[config.mk]
export PLATFORM = sky130hd
export DESIGN_NAME = etc1_block_decoder_unit
export DESIGN_NICKNAME = d
export VERILOG_FILES = /design/src/rtl/core/etc1_pkg.sv /design/src/rtl/core/etc1_block_decoder_unit.sv
export VERILOG_INCLUDE_DIRS = /design/src /design/src/rtl/core
export SDC_FILE = /design/constraint.sdc
export NUM_CORES = 1
export LEC_CHECK = 0
export ABC_AREA = 0
export BUFFER_PORTS_ARGS = -buffer_cell sky130_fd_sc_hd__buf_2
export CORE_ASPECT_RATIO = 1.5
export CORE_UTILIZATION = 40
export DETAILED_ROUTE_END_ITERATION = 7
export PLACE_DENSITY = 0.63
export SETUP_SLACK_MARGIN = 0.1
export SYNTH_ARGS = -nofsm -noshare
export SYNTH_HDL_FRONTEND = slang
export SYNTH_SLANG_ARGS = --single-unit
[constraint.sdc]
create_clock -name clk -period 5.9 [get_ports clk]
set_input_delay 0.295 -clock clk [delete_from_list [all_inputs] [get_ports clk]]
set_output_delay 0.295 -clock clk [all_outputs]
set_load 0.01 [all_outputs]
[src/rtl/core/etc1_block_decoder_unit_assert.svh]
// Assertion macros shared by the ETC1 block decoder RTL.
// Each macro checks on the rising edge of clk and is disabled while rst_n is low.
`ifndef ETC1_BLOCK_DECODER_UNIT_ASSERT_SVH
`define ETC1_BLOCK_DECODER_UNIT_ASSERT_SVH

// The consequent must hold in the same cycle as the antecedent.
`define ETC1_ASSERT_SAME(label, ante, cons, msg) \
  label: assert property (@(posedge clk) disable iff (!rst_n) (ante) |-> (cons)) \
    else $error(msg);

// The consequent must hold in the cycle after the antecedent.
`define ETC1_ASSERT_NEXT(label, ante, cons, msg) \
  label: assert property (@(posedge clk) disable iff (!rst_n) (ante) |=> (cons)) \
    else $error(msg);

`endif

[src/rtl/core/etc1_pkg.sv]
// Package for the ETC1 block decoder: constants, small types and the
// per-channel decode functions. It depends on nothing else.
`timescale 1ns / 1ps
`default_nettype none

package etc1_pkg;

  localparam int unsigned MaxDim = 4096;

  localparam int unsigned DimW    = 13;  // width of the dimension registers
  localparam int unsigned BlkCntW = 10;  // block row and column counters
  localparam int unsigned BlkAcrW = 11;  // blocks across, up to MaxDim / 4
  localparam int unsigned CoordW  = 12;
  localparam int unsigned ChanW   = 8;
  localparam int unsigned PixCntW = 4;   // sixteen pixels per block

  // Register indexes of the configuration port.
  localparam logic RegImageWidth  = 1'b0;
  localparam logic RegImageHeight = 1'b1;

  localparam logic [DimW-1:0] DimResetVal = DimW'(4);

  typedef struct packed {
    logic [ChanW-1:0] b1;
    logic [ChanW-1:0] b0;
  } base_pair_t;

  // Number of 4x4 blocks across a dimension, after clamping the register
  // value into 1..MaxDim.
  function automatic logic [BlkAcrW-1:0] blocks_across(input logic [DimW-1:0] dim);
    logic [DimW-1:0] d;
    logic [DimW:0]   s;
    d = dim;
    if (d == '0) begin
      d = DimW'(1);
    end
    if (d > DimW'(MaxDim)) begin
      d = DimW'(MaxDim);
    end
    s = {1'b0, d} + (DimW+1)'(3);
    return BlkAcrW'(s >> 2);
  endfunction

  // Both base colors of one channel from its color byte.
  function automatic base_pair_t base_colors(input logic [7:0] b, input logic diff);
    base_pair_t bp;
    logic [4:0] c1;
    logic [4:0] c2;
    c1 = b[7:3];
    c2 = c1 + {{2{b[2]}}, b[2:0]};  // three-bit signed delta, wraps modulo 32
    if (diff) begin
      bp.b0 = {c1, c1[4:2]};
      bp.b1 = {c2, c2[4:2]};
    end else begin
      bp.b0 = {b[7:4], b[7:4]};
      bp.b1 = {b[3:0], b[3:0]};
    end
    return bp;
  endfunction

  // Modifier magnitude from the table selector and the index lsb.
  function automatic logic [7:0] mod_magnitude(input logic [2:0] tab, input logic lsb);
    logic [7:0] m;
    unique case ({tab, lsb})
      4'b000_0: m = 8'd2;
      4'b000_1: m = 8'd8;
      4'b001_0: m = 8'd5;
      4'b001_1: m = 8'd17;
      4'b010_0: m = 8'd9;
      4'b010_1: m = 8'd29;
      4'b011_0: m = 8'd13;
      4'b011_1: m = 8'd42;
      4'b100_0: m = 8'd18;
      4'b100_1: m = 8'd60;
      4'b101_0: m = 8'd24;
      4'b101_1: m = 8'd80;
      4'b110_0: m = 8'd33;
      4'b110_1: m = 8'd106;
      4'b111_0: m = 8'd47;
      4'b111_1: m = 8'd183;
      default:  m = 8'd0;
    endcase
    return m;
  endfunction

  // Base plus or minus the modifier, clamped into 0..255.
  function automatic logic [ChanW-1:0] apply_modifier(input logic [7:0] base,
                                                      input logic [7:0] mag,
                                                      input logic       neg);
    logic signed [9:0] s;
    logic [ChanW-1:0]  r;
    if (neg) begin
      s = $signed({2'b00, base}) - $signed({2'b00, mag});
    end else begin
      s = $signed({2'b00, base}) + $signed({2'b00, mag});
    end
    if (s < 0) begin
      r = '0;
    end else if (s > 10'sd255) begin
      r = 8'hFF;
    end else begin
      r = s[7:0];
    end
    return r;
  endfunction

endpackage

`default_nettype wire

[src/rtl/core/etc1_block_decoder_unit.sv]
// Top level of the ETC1 block decoder: block buffer, pixel sequencer and
// registered pixel output. Depends on etc1_pkg and etc1_block_decoder_unit_assert.svh.
`timescale 1ns / 1ps
`default_nettype none

// Usage
// The input channel (in_*) takes one 64-bit ETC1 block per beat, first stored
// byte in bits 63:56. The output channel (out_*) gives sixteen pixel beats per
// block in column-major order: coordinates, clamped RGB888, out_tlast on the
// sixteenth pixel and out_tuser on the sixteenth pixel of the image's last block.
// Blocks are placed left to right, top to bottom, over the image size set on the
// configuration port (cfg_*); writing either size register restarts placement at
// the top left block. The user must write sizes only while the block is idle;
// the block itself does not enforce this. Each input beat is stored in the
// one-block buffer, and its pixels are then decoded into the output register.
// Throughput: one pixel per cycle while the receiver does not stall, set by the
// one-block buffer and the single pixel sequencer. The next block is taken on the
// edge that loads the current block's last pixel, so blocks follow without gaps.
// When the receiver stalls, the output register holds its beat, the sequencer
// waits, and in_tready stays low until the buffered block is fully out.
// Reset (rst_n low at a clock edge) empties the buffer and the output register,
// sets both sizes to four pixels and returns the block counters to zero.

`include "etc1_block_decoder_unit_assert.svh"

module etc1_block_decoder_unit (
  input  wire logic        clk,
  input  wire logic        rst_n,
  // Configuration write port.
  input  wire logic        cfg_we,
  input  wire logic        cfg_addr,
  input  wire logic [12:0] cfg_wdata,
  // Compressed block input.
  input  wire logic        in_tvalid,
  output logic             in_tready,
  input  wire logic [63:0] in_tdata,   // [63:0] block_word
  // Decoded pixel output.
  output logic             out_tvalid,
  input  wire logic        out_tready,
  output logic [47:0]      out_tdata,  // [11:0] pixel_x, [23:12] pixel_y,
                                       // [31:24] red, [39:32] green, [47:40] blue
  output logic             out_tlast,  // last_of_block
  output logic             out_tuser   // [0] last_of_image
);

  localparam int unsigned BlkCntW = etc1_pkg::BlkCntW;
  localparam int unsigned BlkAcrW = etc1_pkg::BlkAcrW;
  localparam int unsigned PixCntW = etc1_pkg::PixCntW;
  localparam int unsigned DimW    = etc1_pkg::DimW;
  localparam int unsigned ChanW   = etc1_pkg::ChanW;

  // Configuration and placement state.
  logic [DimW-1:0]    width_r,  width_nxt;
  logic [DimW-1:0]    height_r, height_nxt;
  logic [BlkCntW-1:0] col_r,    col_nxt;
  logic [BlkCntW-1:0] row_r,    row_nxt;

  // Block buffer and pixel sequencer.
  logic               blk_valid_r, blk_valid_nxt;
  logic [63:0]        blk_word_r;
  logic [BlkCntW-1:0] blk_col_r;
  logic [BlkCntW-1:0] blk_row_r;
  logic               blk_last_img_r;
  logic [PixCntW-1:0] pix_cnt_r, pix_cnt_nxt;

  // Output register.
  logic               out_valid_r, out_valid_nxt;
  logic [47:0]        out_data_r;
  logic               out_last_r;
  logic               out_user_r;

  logic               in_fire;
  logic               out_free;
  logic               advance;
  logic               blk_done;
  logic [BlkAcrW-1:0] bw;
  logic [BlkAcrW-1:0] bh;
  logic               last_col;
  logic               last_row;

  // Pixel decode signals.
  logic [1:0]         px_x;
  logic [1:0]         px_y;
  logic               px_sub;
  logic               px_msb;
  logic               px_lsb;
  logic [2:0]         px_tab;
  logic [7:0]         px_mag;
  etc1_pkg::base_pair_t bp_r, bp_g, bp_b;
  logic [ChanW-1:0]   base_r, base_g, base_b;
  logic [ChanW-1:0]   pix_red, pix_green, pix_blue;

  // Handshake and sequencing.
  assign out_free  = !out_valid_r || out_tready;
  assign advance   = blk_valid_r && out_free;
  assign blk_done  = advance && (pix_cnt_r == '1);
  assign in_tready = !blk_valid_r || blk_done;
  assign in_fire   = in_tvalid && in_tready;

  // Block placement: the current counters describe the block being accepted.
  assign bw       = etc1_pkg::blocks_across(width_r);
  assign bh       = etc1_pkg::blocks_across(height_r);
  assign last_col = ({1'b0, col_r} + BlkAcrW'(1)) >= bw;
  assign last_row = ({1'b0, row_r} + BlkAcrW'(1)) >= bh;

  always_comb begin
    width_nxt  = width_r;
    height_nxt = height_r;
    col_nxt    = col_r;
    row_nxt    = row_r;
    if (cfg_we) begin
      if (cfg_addr == etc1_pkg::RegImageWidth) begin
        width_nxt = cfg_wdata;
      end else begin
        height_nxt = cfg_wdata;
      end
      col_nxt = '0;
      row_nxt = '0;
    end else if (in_fire) begin
      if (last_col) begin
        col_nxt = '0;
        row_nxt = last_row ? '0 : row_r + BlkCntW'(1);
      end else begin
        col_nxt = col_r + BlkCntW'(1);
      end
    end
  end

  always_comb begin
    blk_valid_nxt = blk_valid_r;
    pix_cnt_nxt   = pix_cnt_r;
    if (advance) begin
      pix_cnt_nxt = pix_cnt_r + PixCntW'(1);  // wraps to zero after the last pixel
    end
    if (in_fire) begin
      blk_valid_nxt = 1'b1;
    end else if (blk_done) begin
      blk_valid_nxt = 1'b0;
    end
    out_valid_nxt = advance ? 1'b1 : (out_tready ? 1'b0 : out_valid_r);
  end

  // Pixel decode for the current sequencer position. Pixel index is
  // column-major: x in the upper two bits, y in the lower two. The index
  // msbs start at bit 16 and the lsbs at bit 0.
  assign px_x   = pix_cnt_r[3:2];
  assign px_y   = pix_cnt_r[1:0];
  assign px_sub = blk_word_r[32] ? px_y[1] : px_x[1];
  assign px_msb = blk_word_r[{2'b01, pix_cnt_r}];
  assign px_lsb = blk_word_r[{2'b00, pix_cnt_r}];
  assign px_tab = px_sub ? blk_word_r[36:34] : blk_word_r[39:37];
  assign px_mag = etc1_pkg::mod_magnitude(px_tab, px_lsb);

  assign bp_r = etc1_pkg::base_colors(blk_word_r[63:56], blk_word_r[33]);
  assign bp_g = etc1_pkg::base_colors(blk_word_r[55:48], blk_word_r[33]);
  assign bp_b = etc1_pkg::base_colors(blk_word_r[47:40], blk_word_r[33]);

  assign base_r = px_sub ? bp_r.b1 : bp_r.b0;
  assign base_g = px_sub ? bp_g.b1 : bp_g.b0;
  assign base_b = px_sub ? bp_b.b1 : bp_b.b0;

  assign pix_red   = etc1_pkg::apply_modifier(base_r, px_mag, px_msb);
  assign pix_green = etc1_pkg::apply_modifier(base_g, px_mag, px_msb);
  assign pix_blue  = etc1_pkg::apply_modifier(base_b, px_mag, px_msb);

  // Control registers.
  always_ff @(posedge clk) begin
    if (!rst_n) begin
      width_r     <= etc1_pkg::DimResetVal;
      height_r    <= etc1_pkg::DimResetVal;
      col_r       <= '0;
      row_r       <= '0;
      blk_valid_r <= 1'b0;
      pix_cnt_r   <= '0;
      out_valid_r <= 1'b0;
    end else begin
      width_r     <= width_nxt;
      height_r    <= height_nxt;
      col_r       <= col_nxt;
      row_r       <= row_nxt;
      blk_valid_r <= blk_valid_nxt;
      pix_cnt_r   <= pix_cnt_nxt;
      out_valid_r <= out_valid_nxt;
    end
  end

  // Payload registers.
  always_ff @(posedge clk) begin
    if (in_fire) begin
      blk_word_r     <= in_tdata;
      blk_col_r      <= col_r;
      blk_row_r      <= row_r;
      blk_last_img_r <= last_col && last_row;
    end
    if (advance) begin
      out_data_r <= {pix_blue, pix_green, pix_red,
                     {blk_row_r, px_y}, {blk_col_r, px_x}};
      out_last_r <= (pix_cnt_r == '1);
      out_user_r <= (pix_cnt_r == '1) && blk_last_img_r;
    end
  end

  assign out_tvalid = out_valid_r;
  assign out_tdata  = out_data_r;
  assign out_tlast  = out_last_r;
  assign out_tuser  = out_user_r;

  `ETC1_ASSERT_SAME(a_idle_cnt_zero, !blk_valid_r, pix_cnt_r == '0, "count not zero while idle")
  `ETC1_ASSERT_NEXT(a_accept_starts, in_fire, blk_valid_r && pix_cnt_r == '0, "block start wrong")
  `ETC1_ASSERT_NEXT(a_done_last, blk_done, out_tvalid && out_tlast, "block end not marked")
  `ETC1_ASSERT_SAME(a_user_implies_last, out_tvalid && out_tuser, out_tlast, "image end mid block")

endmodule

`default_nettype wire
# --- Word-level counts from Yosys, hierarchy flattened ---
# Memories as Yosys holds them, arrays and structs flattened.
# Cells that the tools add are included.
word_totals:
  mem_bits_ro: 128
  memories: 1
  ff_bits: 187
  wordCells: 94
  output_inout_bits: 52
mem_list:
  columns: ["memory", "words", "word_bits", "read_ports", "rd_ports_with_merged_regs", "wr", "line_no", "rtl"]
  rows:
  - ["(name not given)", 16, 8, 1, 0, 0, "etc1_pkg.sv:64", "unique case ({tab, lsb})"]
classes:
  n_eq_ne: 1
  reduce_logical: 17
  magnitude_cmp: 12
  mux: 28
  n_bitwise: 2
  addsub: 16
ops:
  columns: ["cell", "count"]
  rows:
  - ["13-bit two-way mux", 4]
  - ["10-bit two-way mux", 5]
  - ["16-bit two-way mux", 3]
  - ["8-bit two-way mux", 6]
  - ["10-bit by 9-bit > comparator with 1-bit output (second input constant)", 3]
  - ["10-bit by 1-bit less-than comparator with 1-bit output (second input constant)", 3]
  - ["8-bit by 8-bit adder with 9-bit output", 3]
  - ["8-bit by 8-bit subtractor with 9-bit output", 3]
  - ["13-bit by 2-bit adder with 13-bit output (second input constant)", 2]
  - ["13-bit > comparator (second input constant)", 2]
  - ["13-bit zero test", 2]
  - ["10-bit by 1-bit adder with 11-bit output (second input constant)", 2]
  - ["11-bit >= comparator", 2]
  - ["10-bit by 1-bit adder with 10-bit output (second input constant)", 2]
  - ["5-bit adder", 3]
  - ["1-bit binary-select mux with 4-bit select", 2]
  - ["4-bit by 7-bit less-than comparator with 1-bit output (second input constant)", 1]
  - ["5-bit by 7-bit less-than comparator with 1-bit output (second input constant)", 1]
  - ["1-bit two-way mux", 7]
  - ["2-bit AND reduction", 3]
  - ["1-bit logical AND", 5]
  - ["4-bit by 1-bit adder with 4-bit output (second input constant)", 1]
  - ["4-bit == test (second input constant)", 1]
  - ["2-bit nonzero test", 2]
  - ["other kinds (5)", 8]

# --- Longest topological paths before layout ---
# Gate-level depths: netlist of the first run.
depth:
  word_depth: 7
  ltp_mapped: 18
  ltp_nobuf: 17

# --- Worst setup path after synthesis of the first run ---
# Ideal clock, no wire load.
synth_timing:
  path_kind: "flip-flop to flip-flop"
  startpoint: "register pix_cnt_r[0]"
  endpoint: "register out_data_r[29], in the netlist out_tdata[29], data pin"
  slack_ns: 1.308
  arrival_ns: 4.308
  n_path_buf: 1
  path_stages_with_launch: 15
  required_time_ns: 5.616
  setup_ns: 0.284
  period_less_slack_ns: 4.592
  cell_sequence: "dfxtp_1 buf_6 mux4_1 mux4_2 inv_1 ha_1 mux4_2 ha_1 nor2_1 nor2_1 nor4_1 a2111oi_1 a21oi_1 nor3_1 nor3_1"
synth_via:
  elab_chain_cells: 7
synth_rtl:
  columns: ["item", "line_no", "rtl"]
  rows:
  - ["start, declared", "etc1_block_decoder_unit.sv:64", "logic [PixCntW-1:0] pix_cnt_r, pix_cnt_nxt;"]
  - ["start signal, assigned", "etc1_block_decoder_unit.sv:182", "pix_cnt_r <= pix_cnt_nxt;"]
  - ["1-bit binary-select mux with 4-bit select", "etc1_block_decoder_unit.sv:150", "assign px_lsb = blk_word_r[{2'b00, pix_cnt_r}];"]
  - ["1-bit two-way mux (not written as such)", "etc1_block_decoder_unit.sv:150", null]
  - ["memory 16 x 8 bit", null, null]
  - ["8-bit by 8-bit adder with 9-bit output / 8-bit by 8-bit subtractor with 9-bit output (equally long branches)", "etc1_pkg.sv:95, etc1_pkg.sv:93", null]
  - ["10-bit two-way mux (*)", "etc1_pkg.sv:92", "if (neg) begin"]
  - ["10-bit by 9-bit > comparator with 1-bit output", "etc1_pkg.sv:99", "end else if (s > 10'sd255) begin"]
  - ["8-bit two-way mux", "etc1_pkg.sv:99", null]
  - ["end signal, assigned", "etc1_block_decoder_unit.sv:196", "out_data_r <= {pix_blue, pix_green, pix_red,"]
  - ["end, declared", "etc1_block_decoder_unit.sv:68", "logic [47:0] out_data_r;"]
# Every way passes the cells marked *; elsewhere a longest branch is shown, timed or not. The select of a mux whose other input is x is not followed.
# A chain may end at the register's enable or synchronous reset.

# --- Worst setup path in the final report of the first run ---
layout_timing:
  startpoint: "register pix_cnt_r[0]"
  endpoint: "register out_data_r[45], in the netlist out_tdata[45], data pin"
# Same word-level chain as after synthesis.

==> results of run 1 <==
## synth_stat cells, drive strengths merged, types with 3 or more instances
master   instances
edfxtp         135
nand2          132
ha              91
nor2            82
a21oi           63
dfxtp           52
inv             38
clkbuf          33
o21ai           31
xnor2           28
a21boi          27
nand3           26
nor3            23
xor2            23
a21o            19
nor2b           19
and2            14
and3            14
buf             14
mux4            14
nand2b          14
mux2i           13
a211oi          12
o211ai          12
a31oi           10
a221o            9
fa               9
o21a             8
o31ai            8
o221ai           7
o22ai            7
or2              7
nand4            5
a211o            4
a32oi            4
nor3b            4
nor4             4
o41ai            4
a2111oi          3
o21bai           3
o311ai           3
## power by group through the flow
stage,clock [uW],sequential [uW],combinational (uW)
3_5_place_dp,0,1590,848
5_1_grt,1240,1570,952
3_3_place_gp,0,1590,834
6_report,1170,1560,851
2_1_floorplan,0,1600,600
4_1_cts,1200,1560,852
## cells by family (layout without fill, tap and decap cells)
group                    count (synthesis)  count (layout)  synth area share
flip-flops                             187             187             0.462
adder cells (fa/ha/maj)                100             100             0.119
buffers and inverters                   85             214            0.0322
XOR/XNOR                                51              51            0.0405
multiplexers                            29              29            0.0437
AO/OA/AOI/OAI                          250             250             0.158
AND/OR/NAND/NOR                        348             348             0.145
other                                    0               7                 0
## metal layers
| metal | track usage | share of wire | vias up |
|---|---|---|---|
| met3 | 0.0402 | 0.037 | 48 |
| met4 | 0.0887 | 0.034 | 4 |
| met5 | 0 | 0.00068 | - |
| met1 | 0.194 | 0.36 | 3904 |
| li1 | - | - | 4099 |
| met2 | 0.380 | 0.56 | 149 |
## state kept, by name (all words and copies together) (netlist names)
signal and count:
blk_valid_r 1, out_tlast 1, col_r 10, row_r 10
pix_cnt_r 4, blk_word_r 64, blk_last_img_r 1, blk_row_r 10
height_r 13, out_tvalid 1, out_tdata 48, width_r 13
blk_col_r 10, out_tuser 1
## metrics by stage
stage	total power, uW	hold WS (ps)
after floorplan	2200	394
after CTS	3610	4.35
after detailed placement	2440	406
after global placement	2430	401
final	3580	22.4
after global routing	3770	4.46
## worst paths after layout
check                     from             end  slack (ps)  cells past startpoint
setup / recovery  pix_cnt_r[0]   out_tdata[45]         850                     16
setup reg to reg  pix_cnt_r[0]   out_tdata[45]         850                     16
hold / removal    in_tdata[46]  blk_word_r[46]          20                      1
hold reg to reg   blk_row_r[4]   out_tdata[18]         420                      0
## final cells by class
class | instances | area (sq um) | area share
flip-flops and latches | 187 | 5090 | 0.403
clock buffers | 17 | 425 | 0.0337
inverters | 38 | 143 | 0.0113
clock inverters | 15 | 174 | 0.0138
well taps | 342 | 428 | 0.0339
diodes | 7 | 17.5 | 0.00139
multi-input cells | 778 | 5600 | 0.444
repair buffers | 144 | 746 | 0.0590
## worst register-to-register path, stage by stage, from the launching register on
cell,delay (ps)
sky130_fd_sc_hd__dfxtp_1,440
sky130_fd_sc_hd__buf_4,230
sky130_fd_sc_hd__mux4_1,550
sky130_fd_sc_hd__mux4_2,530
sky130_fd_sc_hd__ha_1,240
sky130_fd_sc_hd__nor2_1,100
sky130_fd_sc_hd__a21oi_1,50
sky130_fd_sc_hd__o22ai_1,380
sky130_fd_sc_hd__ha_1,250
sky130_fd_sc_hd__inv_1,60
sky130_fd_sc_hd__fa_1,400
sky130_fd_sc_hd__a21oi_1,210
sky130_fd_sc_hd__nor4_1,70
sky130_fd_sc_hd__a2111o_1,440
sky130_fd_sc_hd__a21o_1,210
sky130_fd_sc_hd__a211oi_2,520
sky130_fd_sc_hd__nor3_1,120
## layout by cell type (no fill, tap or decap), types with 23 or more instances in the layout
| cell | count |
|---|---|
| sky130_fd_sc_hd__buf_2 | 134 |
| sky130_fd_sc_hd__edfxtp_1 | 135 |
| sky130_fd_sc_hd__nor2_1 | 81 |
| sky130_fd_sc_hd__a21oi_1 | 63 |
| sky130_fd_sc_hd__nand3_1 | 26 |
| sky130_fd_sc_hd__inv_1 | 38 |
| sky130_fd_sc_hd__ha_1 | 91 |
| sky130_fd_sc_hd__dfxtp_1 | 52 |
| sky130_fd_sc_hd__xor2_1 | 23 |
| sky130_fd_sc_hd__nand2_1 | 132 |
| sky130_fd_sc_hd__a21boi_0 | 27 |
| sky130_fd_sc_hd__xnor2_1 | 28 |
| sky130_fd_sc_hd__o21ai_0 | 29 |
==> results.yml, run 1 <==
outcome:
  status: "complete, no violations"
pwr:
  sw_frac_of_total: 0.310
  clock_power_share: 0.326
  power_density_cells_nw_per_um2: 284
  portion_of_total_power_attributed_to_sequential_cells: 0.436
  comb_power_share: 0.238
  max_ir_drop_vdd_mv: 0.226
  power.net_switching_uw: 1110
  cellLeakagePower_uw: 0.00511
  internal_power_uw: 2470
clock_tree:
  clockBufferDepth: 2
  cts.repair_timing.setup_buffer_count: 0
  cts_inserted_buffers: 17
  postCtsResizedCells: 0
  clk-insertion-delay-late_ps: 440
  tritoncts: "done"
  ctsHoldBuffers: 0
  numClockSinks: 187
  cts.root.buffer_cell: "sky130_fd_sc_hd__clkbuf_16"
  cts.reportedPaths.clkPinSlew_ps: 80
  htree_levels: 4
timing:
  worst_pin_slew_ps: 1170
  maxClockFrequency_mhz: 198
  final-setup-viol-count: 0
  final_critical_path_setup_slack_ps: 850
  worst_slew_margin_rel: 0.219
  fin_crit_ps: 5050
  min_period_over_period: 0.856
  rsz_0062_raised_after_global_routing: "false"
  final-hold-violation-count: 0
  fin_tns_setup_ps: 0
  fin_worst_skew_ps: 10.7
  maxSlewViolCount: 0
worst_setup_path:
  crit_required_ps: 6080
  worst_path_top_cell_family_by_delay: "compound AO/OA/AOI/OAI gates"
  worst_path_largest_cell_delay_ps: 550
  critPathMaxFanout: 8
  critical_path_class: "reg -> reg"
  critical_path.n_buffers_inverters: 2
  crit_path_start_kind: "flip-flop"
  cp_data_arrival_time_ps: 5230
  crit_path_end_kind: "flip-flop"
  cp_cell_sequence: "buf_4 -> mux4_1 -> mux4_2 -> ha_1 -> nor2_1 -> a21oi_1 -> o22ai_1 -> ha_1 -> inv_1 -> fa_1 -> a21oi_1 -> nor4_1 -> a2111o_1 -> a21o_1 -> a211oi_2 -> nor3_1"
  cpMaxStageDelayCell: "sky130_fd_sc_hd__mux4_1"
place:
  place.gp.congestion: 0.857
  place.detailed.instances: 1489
  detailedPlace.worstSlack_ps: 834
  detailedPlacementHpwl_um: 20400
  placed_area_sq_um: 12000
  port_buffers: 134
global_routing:
  first_global_vias: 8181
  grt_antenna_before_repair: 8
  grt_first_pass_wirelength_um: 41900
  maximum_number_of_pins_on_one_net_before_global_route_repair: 55
  total_gr_overflow: 0
  global_route.usage.total: 0.196
floorplan:
  number_of_placement_rows: 74
  floorplan.core_area_sq_um: 27200
  die_area_sq_um: 28300
  die_x_um: 138
  top_level_ports: 135
  initial_core_util: 0.406
  die_height_um: 205
layout:
  finalNetCount: 1349
  final.fill_count: 2587
  finalInstanceArea_sq_um: 12600
  final_layout_size_suffix_gt1_frac: 0.175
  syn2layout_area_growth_pct: 14.4
  layout.cells.non_filler: 1528
  utilization_after_layout: 0.464
drt:
  vias: 8204
  drt-total-wl_um: 26300
  detail_route.first_pass.iterations: 5
  drc_errors: 0
  initialDrtViolationCount: 399
  detailed_route_wire_length_per_cell_um: 17.2
  vias_per_cell: 5.37
  postRouteAntennaNets: 0
logic_synthesis:
  yosys.cell_types.count: 69
  mappedNetlistNets: 1233
  post-synth-top-area-fraction: 0.367
  syn_area_sq_um: 11000
  synth_edf_count: 135
  synth-main-ff-cell: "sky130_fd_sc_hd__edfxtp_1"
  post-synth-top-area-cell: "sky130_fd_sc_hd__edfxtp_1"
  ys_async_sr_fraction: 0
  synth_sequential_area_ratio: 0.462
  yosys-top-cells-area: "sky130_fd_sc_hd__edfxtp_1 (37%), sky130_fd_sc_hd__ha_1 (10%), sky130_fd_sc_hd__dfxtp_1 (9.4%)"
  syn_avg_cell_area_sq_um: 10.5
  ys_seq_elements: 187
  synth_cells: 1050
  yosysWarnings: 0
worst_hold_path:
  hold_path_class: "in -> reg"
flow_run:
  max_cap_violations: 0
Note: power is estimated with default switching activity, not from simulation.
==> run 2: changes to the inputs <==
--- a/config.mk
+++ b/config.mk
@@ -9,9 +9,10 @@
 export ABC_AREA = 0
 export BUFFER_PORTS_ARGS = -buffer_cell sky130_fd_sc_hd__buf_2
 export CORE_ASPECT_RATIO = 1.5
-export CORE_UTILIZATION = 40
+export CORE_UTILIZATION = 24
 export DETAILED_ROUTE_END_ITERATION = 7
-export PLACE_DENSITY = 0.63
+export PLACE_DENSITY = 0.45
+export RECOVER_POWER = 25
 export SETUP_SLACK_MARGIN = 0.1
 export SYNTH_ARGS = -nofsm -noshare
 export SYNTH_HDL_FRONTEND = slang
==> run 2 against run 1 <==
  * Cell count increased by 19%
  * Sequential share of layout area shrank 2.6 points
  * Routed wire length grew 17%
  * Hold slack improved by 65 ps
  * Fmax is 2.0% lower
  * Cell area up 6.8%
  * Sequential power about the same
  * Critical path type unchanged
  * Critical endpoint is now out_tdata[42]
  * Largest cell class unchanged
  * Largest power group unchanged
==> results.yml, run 2 (synthesis results as in run 1) <==
floorplan:
  number_of_placement_rows: 95
  initial_core_util: 0.245
  die_height_um: 265
  die_area_sq_um: 46900
  floorplan.core_area_sq_um: 45000
  top_level_ports: 135
  die_x_um: 177
global_routing:
  grt_antenna_before_repair: 1
  grt_first_pass_wirelength_um: 47400
  globalRouteMet1Util: 0.134
  first_global_vias: 8641
  global_route.usage.total: 0.135
  grt.busiest_layer: "met2"
  grt.met3_usage: 0.0274
  maximum_number_of_pins_on_one_net_before_global_route_repair: 54
  total_gr_overflow: 0
  met2_usage: 0.264
pwr:
  power_density_cells_nw_per_um2: 274
  max_ir_drop_vdd_mv: 0.203
  cellLeakagePower_uw: 0.00532
drt:
  drt-total-wl_um: 30900
  initialDrtViolationCount: 551
  postRouteAntennaNets: 0
  detail_route.first_pass.iterations: 5
  drc_errors: 0
  vias_per_cell: 4.65
  vias: 8456
  detailed_route_wire_length_per_cell_um: 17.0
timing:
  rsz_0062_raised_after_global_routing: "false"
  min_period_over_period: 0.874
  fin_hold_ws_ps: 87.6
  final-setup-viol-count: 0
  maxSlewViolCount: 0
  worst_pin_slew_ps: 976
  final-hold-violation-count: 0
  fin_worst_skew_ps: 9.79
  worst_slew_margin_rel: 0.341
  maxClockFrequency_mhz: 194
  fin_crit_ps: 5150
  fin_tns_setup_ps: 0
flow_run:
  max_cap_violations: 0
clock_tree:
  numClockSinks: 187
  clk-insertion-delay-late_ps: 460
  cts.reportedPaths.clkPinSlew_ps: 80
  cts_inserted_buffers: 17
  clockBufferDepth: 2
  htree_levels: 4
  tritoncts: "done"
  cts.root.buffer_cell: "sky130_fd_sc_hd__clkbuf_16"
  cts.repair_timing.setup_buffer_count: 0
worst_setup_path:
  worst_r2r_path_depth: 13
  worst_r2r_src: "pix_cnt_r[0]"
  critical_path_class: "reg -> reg"
  r2r-end: "out_tdata[42]"
  r2r_slack_ps: 750
  crit_path_end_kind: "flip-flop"
  critPathMaxFanout: 10
  cp_data_arrival_time_ps: 5340
  crit_path_start_kind: "flip-flop"
  crit_required_ps: 6080
worst_hold_path:
  hold_path_class: "in -> reg"
  worstHoldStart: "in_tvalid"
  worst_hold_path.endpoint: "blk_valid_r"
  hold_depth: 3
layout:
  antennaDiodeCount: 0
  finalInstanceArea_sq_um: 13500
  final_layout_size_suffix_gt1_frac: 0.155
  layout.cells.most_common: "sky130_fd_sc_hd__edfxtp_1"
  syn2layout_area_growth_pct: 22.2
  final_cell_mix: "sky130_fd_sc_hd__edfxtp_1 (135), sky130_fd_sc_hd__nand2_1 (132), sky130_fd_sc_hd__buf_2 (119)"
  largest_register_ff_count: 64
  largest-register: "blk_word_r"
  finalNetCount: 1406
outcome:
  status: "complete, no violations"
place:
  place.gp.congestion: 0.870
  detailedPlacementHpwl_um: 24000
  placed_area_sq_um: 12300
  port_buffers: 134
==> run 2: changes by cell type in the layout (fill, tap and decap cells not counted), sizes merged <==
| cell | previous run | this run |
|---|---|---|
| bufinv | 1 | 2 |
| inv | 47 | 45 |
| dlygate4sd3 | 0 | 55 |
| diode | 7 | 0 |
| clkinvlp | 1 | 0 |
| clkinv | 4 | 6 |
| buf | 144 | 131 |
| clkbuf | 17 | 32 |
==> run 2: how the worst max path moves through the flow <==
stage | from | to | cells past startpoint
final | pix_cnt_r[0] | out_tdata[42] | 13
after global routing | pix_cnt_r[0] | out_tdata[45] | 15
after CTS | pix_cnt_r[0] | out_tdata[41] | 13
after detailed placement | pix_cnt_r[0] | out_tdata[41] | 13
after global placement | pix_cnt_r[0] | out_tdata[42] | 13
after floorplan | pix_cnt_r[0] | out_tdata[29] | 14
==> run 2: what timing repair did <==
item                       4_1_cts  5_1_grt
gates resized for setup          0        0
hold endpoints to repair        54        1
setup endpoints to repair        0        0
hold buffers                    54        1
==> run 2: critical path, cell delays in order, from the launching register on <==
cell,delay (ps)
sky130_fd_sc_hd__dfxtp_1,660
sky130_fd_sc_hd__mux4_1,620
sky130_fd_sc_hd__mux4_2,550
sky130_fd_sc_hd__inv_1,130
sky130_fd_sc_hd__ha_1,250
sky130_fd_sc_hd__mux4_2,560
sky130_fd_sc_hd__ha_1,400
sky130_fd_sc_hd__a21o_1,230
sky130_fd_sc_hd__and4_1,210
sky130_fd_sc_hd__a211oi_1,420
sky130_fd_sc_hd__a21oi_1,170
sky130_fd_sc_hd__nor2_1,390
sky130_fd_sc_hd__a221o_1,220
sky130_fd_sc_hd__a21oi_1,70
==> run 2: area by class of cell <==
class / count / area [sq um]
Clock buffer: 17 / 425
Clock inverter: 15 / 199
Fill cell: 4669 / 31600
Inverter: 38 / 143
Multi-Input combinational cell: 778 / 5600
Sequential cell: 187 / 5090
Tap cell: 582 / 728
Timing Repair Buffer: 201 / 1290
==> run 2: per-stage QoR <==
stage	power [uW]	cells	utilization	setup slack [ps]
global placement	2470	1731	0.274	789
floorplan	2200	1050	-	1310
finish	3700	1818	0.299	745
global route	3900	1818	0.299	463
detailed placement	2470	1731	0.274	721
CTS	3750	1817	0.300	696
==> run 2: power by group <==
group	total (uW)	leakage (uW)	internal [uW]	switching [uW]
registers	1560	0.00172	1520	49.4
clock network	1230	0.000306	651	579
logic	905	0.00329	370	535
==> run 2: per-layer routing <==
metal	wire length, um	part of all wire	vias up
met1	11700	0.38	4007
met4	986	0.032	2
met3	1040	0.034	46
met2	17200	0.56	198
li1	-	-	4203
met5	10	0.00032	-
